<file path="src/sv/rec_pkg.sv">
`timescale 1ns / 1ps

package rec_pkg;

  // Datapath widths and coder constants
  localparam int PEND_BITS    = 32;   // width of the held-back byte count
  localparam int FILL_W       = 32;   // width of fill_count
  localparam int PC_W         = 4;    // micro-program counter width
  localparam int LOW_W        = 33;   // low end plus carry bit
  localparam int PROB_SHIFT   = 14;   // bit probabilities are in 1/16384 units
  localparam int FLUSH_SHIFTS = 5;
  localparam int DIV_STEPS    = 16;   // two quotient bits per step, 32 bits

  localparam logic [31:0] TOP_VALUE  = 32'h0100_0000;
  localparam logic [31:0] EMIT_LIMIT = 32'hFF00_0000;
  localparam logic [7:0]  FILL_NO_CARRY = 8'hFF;
  localparam logic [7:0]  FILL_CARRY    = 8'h00;
  localparam logic [FILL_W-1:0] FILL_MAX = {FILL_W{1'b1}};

  // Opcodes
  localparam logic [2:0] OP_INTERVAL = 3'd0;
  localparam logic [2:0] OP_BIT_ZERO = 3'd1;
  localparam logic [2:0] OP_BIT_ONE  = 3'd2;
  localparam logic [2:0] OP_FLUSH    = 3'd3;
  localparam logic [2:0] OP_RESTART  = 3'd4;

  // Transaction payloads
  typedef struct packed {
    logic [2:0]  opcode;
    logic [15:0] start_req;
    logic [15:0] size;
    logic [15:0] total;
  } rec_in_t;

  typedef struct packed {
    logic [7:0]        out_byte;
    logic [7:0]        fill_byte;
    logic [FILL_W-1:0] fill_count;
    logic              last;
  } rec_out_t;

  // Micro-program addresses
  typedef logic [PC_W-1:0] upc_t;

  localparam upc_t S_IDLE      = 4'd0;
  localparam upc_t S_DIV_INIT  = 4'd1;
  localparam upc_t S_DIV_STEP  = 4'd2;
  localparam upc_t S_MUL_START = 4'd3;
  localparam upc_t S_ADD_SIZE  = 4'd4;
  localparam upc_t S_SET_RANGE = 4'd5;
  localparam upc_t S_BIT_ZERO  = 4'd6;
  localparam upc_t S_BIT_ONE   = 4'd7;
  localparam upc_t S_ONE_UPD   = 4'd8;
  localparam upc_t S_NORM      = 4'd9;
  localparam upc_t S_FLUSH     = 4'd10;
  localparam upc_t S_FLUSH_SH  = 4'd11;
  localparam upc_t S_RESTART   = 4'd12;
  localparam upc_t S_FIN       = 4'd13;

  // Sequencing conditions
  typedef enum logic [2:0] {
    C_NEXT,     // fall through
    C_JUMP,     // always jump to target
    C_WAIT,     // wait for a transaction, then dispatch on opcode
    C_TOTALZ,   // jump to target if total is zero
    C_CNT,      // stay and count down, jump to target at zero
    C_NORM      // stay while range is below the top, then jump to target
  } cond_t;

  typedef enum logic [1:0] {
    M_NONE,
    M_Q_START,  // quotient * start_req
    M_Q_SIZE,   // quotient * size
    M_R_SIZE    // (range >> 14) * size
  } mul_sel_t;

  typedef enum logic [1:0] {
    R_NONE,
    R_PROD,     // range = product
    R_DIFF      // range = range - product
  } range_src_t;

  typedef struct packed {
    cond_t      cond;
    upc_t       tgt;
    mul_sel_t   mul_sel;
    logic       low_add;
    range_src_t range_src;
    logic       div_init;
    logic       div_step;
    logic       shift;
    logic       cnt_ld;
    logic [3:0] cnt_val;
    logic       restart;
    logic       fin;
  } ucode_t;

  // Control store
  function automatic ucode_t ucode_rom(upc_t pc);
    ucode_t w;
    w           = '0;
    w.cond      = C_NEXT;
    w.tgt       = S_IDLE;
    w.mul_sel   = M_NONE;
    w.range_src = R_NONE;
    unique case (pc)
      S_IDLE: begin
        w.cond = C_WAIT;
      end
      S_DIV_INIT: begin
        w.div_init = 1'b1;
        w.cnt_ld   = 1'b1;
        w.cnt_val  = 4'(DIV_STEPS - 1);
        w.cond     = C_TOTALZ;
        w.tgt      = S_FIN;
      end
      S_DIV_STEP: begin
        w.div_step = 1'b1;
        w.cond     = C_CNT;
        w.tgt      = S_MUL_START;
      end
      S_MUL_START: begin
        w.mul_sel = M_Q_START;
      end
      S_ADD_SIZE: begin
        w.low_add = 1'b1;
        w.mul_sel = M_Q_SIZE;
      end
      S_SET_RANGE: begin
        w.range_src = R_PROD;
        w.cond      = C_JUMP;
        w.tgt       = S_NORM;
      end
      S_BIT_ZERO: begin
        w.mul_sel = M_R_SIZE;
        w.cond    = C_JUMP;
        w.tgt     = S_SET_RANGE;
      end
      S_BIT_ONE: begin
        w.mul_sel = M_R_SIZE;
      end
      S_ONE_UPD: begin
        w.low_add   = 1'b1;
        w.range_src = R_DIFF;
        w.cond      = C_JUMP;
        w.tgt       = S_NORM;
      end
      S_NORM: begin
        w.shift = 1'b1;
        w.cond  = C_NORM;
        w.tgt   = S_FIN;
      end
      S_FLUSH: begin
        w.cnt_ld  = 1'b1;
        w.cnt_val = 4'(FLUSH_SHIFTS - 1);
      end
      S_FLUSH_SH: begin
        w.shift = 1'b1;
        w.cond  = C_CNT;
        w.tgt   = S_FIN;
      end
      S_RESTART: begin
        w.restart = 1'b1;
        w.cond    = C_JUMP;
        w.tgt     = S_FIN;
      end
      S_FIN: begin
        w.fin  = 1'b1;
        w.cond = C_JUMP;
        w.tgt  = S_IDLE;
      end
      default: begin
        w.cond = C_JUMP;
        w.tgt  = S_IDLE;
      end
    endcase
    return w;
  endfunction

  // Dispatch table: opcode to program entry
  function automatic upc_t entry_of(logic [2:0] opcode);
    upc_t e;
    unique case (opcode)
      OP_INTERVAL: e = S_DIV_INIT;
      OP_BIT_ZERO: e = S_BIT_ZERO;
      OP_BIT_ONE:  e = S_BIT_ONE;
      OP_FLUSH:    e = S_FLUSH;
      OP_RESTART:  e = S_RESTART;
      default:     e = S_FIN;      // undefined opcodes do nothing
    endcase
    return e;
  endfunction

endpackage

</file>
<file path="src/sv/range_encoder_with_carry_cache_unit.sv">
`timescale 1ns / 1ps

// Byte-output range encoder with a carry cache. Each input transaction codes
// an interval (start/size/total), a binary zero or one with a 14-bit
// probability, flushes the coder with five low shifts, or restarts it. Every
// low shift that releases the held-back bytes yields one output transaction:
// the cached byte plus carry, followed by fill_count bytes of fill_byte; last
// marks the final output of an input transaction. One transaction is worked
// at a time by a micro-programmed sequencer around one 32x16 multiplier and a
// radix-4 divider. An interval item runs accept, divider setup, 16 divider
// steps, three multiply/update steps, byte shifts plus a range check and a
// closing step; bit items a multiply, an update, the shifts and closing step;
// a flush a load, five shifts and a closing step; a restart a reset and a
// closing step. A step that passes a result on waits while the output stalls.
module range_encoder_with_carry_cache_unit (
  input  logic             clk,
  input  logic             rst_n,
  input  logic             in_valid,
  output logic             in_stall,
  input  rec_pkg::rec_in_t in_data,
  output logic             out_valid,
  input  logic             out_stall,
  output rec_pkg::rec_out_t out_data
);
  import rec_pkg::*;

  localparam int EXT_W = PEND_BITS + FILL_W;

  // Sequencer
  upc_t       pc_r, pc_nxt;
  logic [3:0] cnt_r, cnt_nxt;
  ucode_t     cw;

  // Coder state
  logic [LOW_W-1:0]     low_r, low_nxt;
  logic [31:0]          range_r, range_nxt;
  logic [7:0]           cache_r, cache_nxt;
  logic [PEND_BITS-1:0] pend_r, pend_nxt;

  // Datapath registers
  rec_in_t     in_r, in_nxt;
  logic [31:0] dq_r, dq_nxt;
  logic [15:0] rem_r, rem_nxt;
  logic [31:0] prod_r, prod_nxt;
  rec_out_t    hold_r, hold_nxt;
  logic        hold_valid_r, hold_valid_nxt;
  rec_out_t    out_r, out_nxt;
  logic        out_valid_r, out_valid_nxt;

  // Combinational helpers
  logic [16:0]          t1, t2;
  logic [15:0]          r1, r2;
  logic                 b1, b2;
  logic [31:0]          mul_a;
  logic [15:0]          mul_b;
  logic [47:0]          prod_full;
  logic [31:0]          range_new;
  logic                 range_ge_top;
  logic                 carry;
  logic                 emit;
  logic                 shift_act;
  logic                 need_push;
  logic                 out_free;
  logic                 go;
  logic [PEND_BITS-1:0] pend_m1;
  logic [EXT_W-1:0]     pend_ext;
  rec_out_t             new_res;

  assign cw = ucode_rom(pc_r);

  // Radix-4 restoring divider: two quotient bits per step
  always_comb begin
    t1 = {rem_r, dq_r[31]};
    b1 = (t1 >= {1'b0, in_r.total});
    r1 = b1 ? 16'(t1 - {1'b0, in_r.total}) : t1[15:0];
    t2 = {r1, dq_r[30]};
    b2 = (t2 >= {1'b0, in_r.total});
    r2 = b2 ? 16'(t2 - {1'b0, in_r.total}) : t2[15:0];
  end

  // Shared multiplier, product registered
  always_comb begin
    mul_a = (cw.mul_sel == M_R_SIZE) ? {{PROB_SHIFT{1'b0}}, range_r[31:PROB_SHIFT]}
                                     : dq_r;
    mul_b = (cw.mul_sel == M_Q_START) ? in_r.start_req : in_r.size;
    prod_full = mul_a * mul_b;
  end

  // Range update source, a collapsed range becomes one
  always_comb begin
    range_new = (cw.range_src == R_DIFF) ? (range_r - prod_r) : prod_r;
    if (range_new == 32'd0) begin
      range_new = 32'd1;
    end
  end

  // Low shift decision and the released result
  always_comb begin
    carry        = low_r[LOW_W-1];
    emit         = carry || (low_r[31:0] < EMIT_LIMIT);
    range_ge_top = (range_r >= TOP_VALUE);
    shift_act    = cw.shift && !((cw.cond == C_NORM) && range_ge_top);
    pend_m1      = pend_r - PEND_BITS'(1);
    pend_ext     = EXT_W'(pend_m1);
    new_res.out_byte   = cache_r + {7'd0, carry};
    new_res.fill_byte  = carry ? FILL_CARRY : FILL_NO_CARRY;
    new_res.fill_count = (pend_ext > EXT_W'(FILL_MAX)) ? FILL_MAX
                                                       : pend_ext[FILL_W-1:0];
    new_res.last       = 1'b0;
  end

  // Step stalls when the held result must move out and the output is full
  assign out_free  = !out_valid_r || !out_stall;
  assign need_push = hold_valid_r && ((shift_act && emit) || cw.fin);
  assign go        = !(need_push && !out_free);

  // Next-state logic
  always_comb begin
    pc_nxt         = pc_r;
    cnt_nxt        = cnt_r;
    low_nxt        = low_r;
    range_nxt      = range_r;
    cache_nxt      = cache_r;
    pend_nxt       = pend_r;
    in_nxt         = in_r;
    dq_nxt         = dq_r;
    rem_nxt        = rem_r;
    prod_nxt       = prod_r;
    hold_nxt       = hold_r;
    hold_valid_nxt = hold_valid_r;
    out_nxt        = out_r;
    out_valid_nxt  = out_valid_r && out_stall;

    if (go) begin
      // sequencing
      unique case (cw.cond)
        C_NEXT:   pc_nxt = pc_r + 4'd1;
        C_JUMP:   pc_nxt = cw.tgt;
        C_WAIT: begin
          if (in_valid) begin
            pc_nxt = entry_of(in_data.opcode);
            in_nxt = in_data;
          end
        end
        C_TOTALZ: pc_nxt = (in_r.total == 16'd0) ? cw.tgt : pc_r + 4'd1;
        C_CNT: begin
          if (cnt_r == 4'd0) begin
            pc_nxt = cw.tgt;
          end else begin
            cnt_nxt = cnt_r - 4'd1;
          end
        end
        C_NORM: begin
          if (range_ge_top) begin
            pc_nxt = cw.tgt;
          end
        end
        default: pc_nxt = S_IDLE;
      endcase

      if (cw.cnt_ld) begin
        cnt_nxt = cw.cnt_val;
      end

      // divider
      if (cw.div_init) begin
        dq_nxt  = range_r;
        rem_nxt = 16'd0;
      end else if (cw.div_step) begin
        dq_nxt  = {dq_r[29:0], b1, b2};
        rem_nxt = r2;
      end

      // multiplier
      if (cw.mul_sel != M_NONE) begin
        prod_nxt = prod_full[31:0];
      end

      if (cw.low_add) begin
        low_nxt = low_r + {1'b0, prod_r};
      end

      if (cw.range_src != R_NONE) begin
        range_nxt = range_new;
      end

      // byte shift of low; range moves along only while normalizing
      if (shift_act) begin
        if (cw.cond == C_NORM) begin
          range_nxt = {range_r[23:0], 8'h00};
        end
        low_nxt   = {1'b0, low_r[23:0], 8'h00};
        if (emit) begin
          cache_nxt      = low_r[31:24];
          pend_nxt       = PEND_BITS'(1);
          hold_nxt       = new_res;
          hold_valid_nxt = 1'b1;
        end else if (pend_r != {PEND_BITS{1'b1}}) begin
          pend_nxt = pend_r + PEND_BITS'(1);
        end
      end

      if (cw.fin) begin
        hold_valid_nxt = 1'b0;
      end

      // previous result leaves; it is the last one at the closing step
      if (need_push) begin
        out_nxt       = hold_r;
        out_nxt.last  = cw.fin;
        out_valid_nxt = 1'b1;
      end

      if (cw.restart) begin
        low_nxt   = '0;
        range_nxt = '1;
        cache_nxt = '0;
        pend_nxt  = PEND_BITS'(1);
      end
    end
  end

  // Control and coder state
  always_ff @(posedge clk) begin
    if (!rst_n) begin
      pc_r         <= S_IDLE;
      hold_valid_r <= 1'b0;
      out_valid_r  <= 1'b0;
      low_r        <= '0;
      range_r      <= '1;
      cache_r      <= '0;
      pend_r       <= PEND_BITS'(1);
    end else begin
      pc_r         <= pc_nxt;
      hold_valid_r <= hold_valid_nxt;
      out_valid_r  <= out_valid_nxt;
      low_r        <= low_nxt;
      range_r      <= range_nxt;
      cache_r      <= cache_nxt;
      pend_r       <= pend_nxt;
    end
  end

  // Payload registers
  always_ff @(posedge clk) begin
    cnt_r  <= cnt_nxt;
    in_r   <= in_nxt;
    dq_r   <= dq_nxt;
    rem_r  <= rem_nxt;
    prod_r <= prod_nxt;
    hold_r <= hold_nxt;
    out_r  <= out_nxt;
  end

  assign in_stall  = (pc_r != S_IDLE);
  assign out_valid = out_valid_r;
  assign out_data  = out_r;

endmodule
</file>
<file path="config.mk">
export PLATFORM = sky130hd
export DESIGN_NAME = range_encoder_with_carry_cache_unit
export DESIGN_NICKNAME = d
export VERILOG_FILES = /design/src/sv/rec_pkg.sv /design/src/sv/range_encoder_with_carry_cache_unit.sv
export SDC_FILE = /design/constraint.sdc
export NUM_CORES = 2
export LEC_CHECK = 0
export BUFFER_PORTS_ARGS = -buffer_cell sky130_fd_sc_hd__buf_2
export CORE_MARGIN = 2
export CORE_UTILIZATION = 45
export CTS_CLUSTER_DIAMETER = 30
export DETAILED_ROUTE_END_ITERATION = 8
export PLACE_DENSITY = 0.64
export SLEW_MARGIN = 20
export SYNTH_ARGS = -nofsm -noshare
export SYNTH_HDL_FRONTEND = slang
export SYNTH_SLANG_ARGS = --single-unit
</file>
<file path="constraint.sdc">
create_clock -name clk -period 10.42 [get_ports clk]
set_input_delay 1.563 -clock clk [delete_from_list [all_inputs] [get_ports clk]]
set_output_delay 1.563 -clock clk [all_outputs]
set_load 0.1 [all_outputs]
</file>
* After elaboration in Yosys (flattened, before gate mapping)
Index checks and enable logic that the tools add are counted.
Widths: inputs -> output; s select.
** Cells by class
- $add $sub $neg :: 9
- Multipliers :: 1
- Div/mod/pow operators :: 0
- Magnitude comparators :: 4
- Equality and inequality tests :: 30
- Shift-type cells :: 0
- Muxes and demuxes :: 49
- Bitwise operators :: 1
- Reduce and logical (&&, ||, !) cells :: 48
** Operators by type and width (number)
- $mux 32 :: 13
- $mux 33 :: 3
- $mux 16 :: 4
- $ge 17x16->1 :: 2
- $add 33x32->33 :: 1
- $add 32x1->32 const B :: 1
- $ge 32x25->1 const B :: 1
- $logic_not 32->1 :: 1
- $lt 32x32->1 const B :: 1
- $mul 32x16->32 :: 1
- $mux 8 :: 4
- $ne 32x32->1 const B :: 1
- $sub 16x16->16 :: 2
- $sub 32x1->32 const B :: 1
- $sub 32x32->32 :: 1
- $mux 4 :: 7
- $eq 4x4->1 const B :: 6
- $pmux 4 s6 :: 1
- $pmux 4 s5 :: 1
- $reduce_and 3->1 :: 6
- $eq 4x3->1 const B :: 4
- $logic_not 16->1 :: 1
- $pmux 4 s4 :: 1
- $reduce_bool 2->1 :: 8
- 28 further kinds :: 70
** Word-level totals
- Bits in registers :: 340
- Bits in latches :: 0
- Memory bits (writable) :: 0
- Memory bits (read-only) :: 0
- Logic and storage cells :: 163
- Memories :: 0

* Logic depth before layout (Yosys ltp)
- Depth after elaboration :: 13
- Gate-level depth with buffers :: 33
- Gate-level depth less buffers :: 29

* Worst setup path after synthesis
OpenSTA, ideal clock, no wires.
- Path type :: register to register
- From :: register pc_r[0]
- To :: register prod_r[31], data pin
- Library setup time :: 0.260 ns
- Data arrival time :: 7.994 ns
- Required time :: 10.160 ns
- Setup slack :: 2.166 ns
- Cell stages (with the launch flop) :: 30
- Path buffers :: 5
- Clock period less this slack :: 8.254 ns
- Cells stage by stage :: dfxtp_1 ha_1 clkbuf_1 inv_1 nor2_1 buf_2 buf_4 buf_2 mux2i_1 clkbuf_1 nor2_1 fa_1 inv_1 fa_1 fa_1 fa_1 inv_1 fa_1 fa_1 ha_1 a21o_1 a21o_1 a2bb2oi_2 a31oi_1 o41ai_2 a31oi_1 and4_1 a2111oi_2 a21oi_1 xnor2_1
** On the way
- Longest elaborated chain between the ends :: 6
- Elaborated cells on any way between the ends :: 11
- Those cells by class :: 1 x mul; 6 x eq/ne; 3 x mux; 1 x reduce/logical
** Ends and longest elaborated chain
- from (decl) :: RTL line range_encoder_with_carry_cache_unit.sv:30 : upc_t pc_r, pc_nxt;
- from (signal assigned) :: RTL line range_encoder_with_carry_cache_unit.sv:234 : pc_r <= pc_nxt;
- $eq 4x3->1 :: RTL line rec_pkg.sv:106 : unique case (pc)
- $reduce_or 2->1 (no line)
- $pmux 2 s3 * :: RTL line rec_pkg.sv:106
- $eq 2x2->1 / $eq 2x1->1 (equally long branches) :: RTL line range_encoder_with_carry_cache_unit.sv:83, range_encoder_with_carry_cache_unit.sv:85
- $mux 32 / $mux 16 (equally long branches) :: RTL line range_encoder_with_carry_cache_unit.sv:83, range_encoder_with_carry_cache_unit.sv:85
- $mul 32x16->32 * :: RTL line range_encoder_with_carry_cache_unit.sv:86 : prod_full = mul_a * mul_b;
- named net prod_full[31] :: RTL line range_encoder_with_carry_cache_unit.sv:56 : logic [47:0] prod_full;
- to (signal assigned) :: RTL line range_encoder_with_carry_cache_unit.sv:250 : prod_r <= prod_nxt;
- to (decl) :: RTL line range_encoder_with_carry_cache_unit.sv:44 : logic [31:0] prod_r, prod_nxt;
The timed path passes the listed nets; every way through them passes the cells marked *.
A chain may end at the register's enable or synchronous reset.

* Worst setup path in the final report
Ends and elaborated chain as after synthesis.

==> out/summary.md <==
The maximum number of buffers from clock root to sink was 3; the die width was 264 um. CTS saw 326 sinks. The CTS H-tree depth came out at 3.

The tools report the count of mapped cells out of synthesis as 3,353. After synthesis the netlist holds a flip-flop and latch count of 326. The path with the worst hold slack has its endpoint at out_data[4]. After detailed routing, the number of vias per cell comes to 5.55. For this block, the routed nets add up to 84.5 mm of wire. For the worst flop-to-flop path, the logic depth is 27. The logs give 64.5 mm for the half-perimeter wire length of the detailed placement result and 106 for the number of top-level design ports.

The worst path needs 8.81 ns of the cycle, external delays included. The final critical-path share of the clock period came out at 84.6%. The mapped netlist covers 30,400 sq um. Entering global routing, the biggest net connects 72 pins. The sequential area share after synthesis was 28.5%; the post-synthesis net count was 3,885.

The cell that appears most often on the critical path is fa_1. Number of buffers created by CTS: 75. The number of gates resized after CTS was 0. The startpoint of the most critical hold path was hold_r[4]. The logs give 24.4% for the overall routing resource usage and 0 ns for the setup TNS. The routability-driven placement congestion ratio is 0.922. TritonCTS built the clock tree. The initial antenna violation count is 0. Cell type contributing the most total cell area after synthesis: edfxtp_1. The tools report the clock insertion delay at the later pin of the skew report as 0.61 ns. For this run, the number of standard cells in the final layout without fillers is 4,364. The repair_antennas step left the layout with diodes totalling 0.

After synthesis, the share of flip-flops with an asynchronous set or reset is 0%. For the count of endpoints failing setup in the final report, the log shows 0. The tree is rooted in a clkbuf_16. The worst register-to-register path has a setup slack of 1.61 ns.

The worst pin sits at a relative slew slack of 22.2%. The path class of the lowest-slack min-delay path was register to register. Counting distinct cell types in the post-synthesis netlist gives 84.

Counting flops with a built-in enable in the synthesized netlist gives 215. The worst setup path is of the register to register kind. The initial utilization of the core area, before any placement, comes to 45.3%. For the worst setup path, the data arrival time is 9.15 ns. In this run, the number of DRC markers left after iteration 0 of detailed routing was 1,896. The average instance area after synthesis works out to 9.07 sq um. The global-route wire length before repair came out at 134 mm. Counting instances in the post-synthesis netlist gives the leading cell types as 507 x nand2_1, 418 x inv_1, 308 x fa_1. The final layout contains 3,960 nets.

Relative to the synthesized area, the layout overhead comes to 13.9%. The number of stages on the worst hold path came out at 0. Final hold violation count: 0. The area fraction of the dominant cell type after synthesis came out at 21.2%. The critical register-to-register path endpoint was prod_r[31]. The flow ran to the end, and the final reports show no timing, DRC or antenna violations. Before antenna repair, the detailed router went through 5 iterations. During synthesis, Yosys emitted a total of 0 warnings. The die covers 69,700 sq um.

Cells with a size suffix above 1 make up 9.94% of the layout. The cell total after placement came out at 4,222. The logs give 0 for the total of max-cap violations and 0 for the cts-stage hold buffer count. For the worst setup path, the data required time is 10.76 ns. Number of buffer cells added on primary ports: 105. The floorplan has 95 rows. The buffer count from post-CTS setup fixing came out at 0. STA classifies the critical path endpoint as a register.

The detailed-route wire length per cell was 19.4 um. The dominant cell by count in the synthesized netlist is nand2_1. Fill cells in the final layout number 6,215. Reg-to-reg critical path startpoint: pc_r[0]. The dominant register cell in the synthesized netlist was edfxtp_1.

For this run, the share of the core covered by cells in the final layout is 51.6%. The peak fanout along the critical path came out at 19. Sorting the synthesized cells by area gives the leading types as edfxtp_1 21%, fa_1 20%, dfxtp_1 7.3%.

Setup repair after global routing left no endpoint under its margin. The height of the die is 264 um, and the clock slew seen by the registers of the worst setup and hold paths is 0.05 ns. Number of max-slew violations in the final report: 0. The floorplan step defined a core boundary enclosing 67,000 sq um. For this block, the via count after detailed routing is 24,200. STA classifies the critical path startpoint as a register. At the pin with the least slew margin, the transition time is 1.17 ns. On the worst path, the slowest cell contributes a delay of 0.62 ns.

The via count of the first global-routing pass is 24,300. The run gives 0 as the count of unresolved DRC violations after routing. The count of nets left with antenna violations once routing finished came out at 0.

For this design, the slowest cell found on the critical path is mux2i_1. The post-route clock skew was 0.0280 ns; the maximum operating frequency was 0.113 GHz. Remaining global-route overflow: 0.
==> how the worst max path moves through the flow <==
| stage | from | endpoint |
|---|---|---|
| 5_1_grt | pc_r[0] | prod_r[31] |
| 6_report | pc_r[0] | prod_r[31] |
| 4_1_cts | pc_r[0] | prod_r[31] |
| 3_3_place_gp | pc_r[0] | prod_r[31] |
| 2_1_floorplan | pc_r[0] | prod_r[31] |
| 3_5_place_dp | pc_r[0] | prod_r[31] |
==> through the flow <==
stage	hold slack, ns	worst slack (ns)	area [sq um]
final	0.407	1.61	34600
after global routing	0.399	1.13	34600
after CTS	0.406	1.68	34600
after detailed placement	0.405	1.75	31800
after global placement	0.400	1.90	31800
after floorplan	0.400	2.17	30400
==> cell families (layout without fill, tap and decap cells) <==
family | after synthesis | after routing | share of synthesized area [%]
XOR/XNOR | 190 | 190 | 5.47
buffers and inverters | 562 | 700 | 7.15
flip-flops | 326 | 326 | 28.5
multiplexers | 76 | 76 | 2.65
AO/OA/AOI/OAI | 572 | 572 | 12.1
adder cells (fa/ha/maj) | 477 | 477 | 27.2
AND/OR/NAND/NOR | 1150 | 1150 | 16.8
==> placed cells by master, fill, tap and decap left out, types with 48 or more instances in the layout <==
cell type and count:
inv_1 418, a21oi_1 143, clkbuf_16 77, fa_1 308
buf_2 105, edfxtp_1 215, nor2_1 295, a21o_1 48
ha_1 169, nand3_1 95, nand2_1 506, o21ai_0 128
dfxtp_1 111, xor2_1 74, xnor2_1 116
==> metal layers <==
metal / wire length [um] / up-vias / global-route usage [%]
met3: 6040 / 167 / 4.94
met5: 0 / - / 0
met1: 36600 / 11800 / 32.5
li1: - / 11400 / -
met2: 39200 / 849 / 39.7
met4: 2630 / 0 / 8.03
==> worst max-delay path, delay by kind of cell, from the launching register on <==
| kind | cells | cell delay (ns) |
|---|---|---|
| AOI/OAI and AO/OA | 7 | 1.63 |
| xor gates and xnor gates | 1 | 0.15 |
| adders and majority gates | 8 | 3.72 |
| buffers and inverters | 7 | 0.98 |
| DFF | 1 | 0.44 |
| muxes | 1 | 0.62 |
| and+or+nand+nor | 3 | 0.98 |
==> sequential cells by signal, summed over array words and instances, names as in the netlist <==
name / count
cache_r: 8
cnt_r: 4
dq_r: 32
hold_r: 41
hold_valid_r: 1
in_r: 48
low_r: 33
out_data: 42
out_valid: 1
pc_r: 4
pend_r: 32
prod_r: 32
range_r: 32
rem_r: 16
==> cell type report <==
| type | instances | area, sq um | area share (%) |
|---|---|---|---|
| clock inverter | 51 | 801 | 2.31 |
| sequential | 326 | 8680 | 25.1 |
| tap | 873 | 1090 | 3.15 |
| timing repair buffer | 142 | 828 | 2.39 |
| inverter | 418 | 1570 | 4.53 |
| clock buffer | 89 | 2010 | 5.81 |
| multi-input combinational | 2465 | 19600 | 56.7 |
Power is not shown: default switching activity piles up to over one toggle a cycle in this logic, so the estimate is an artifact.
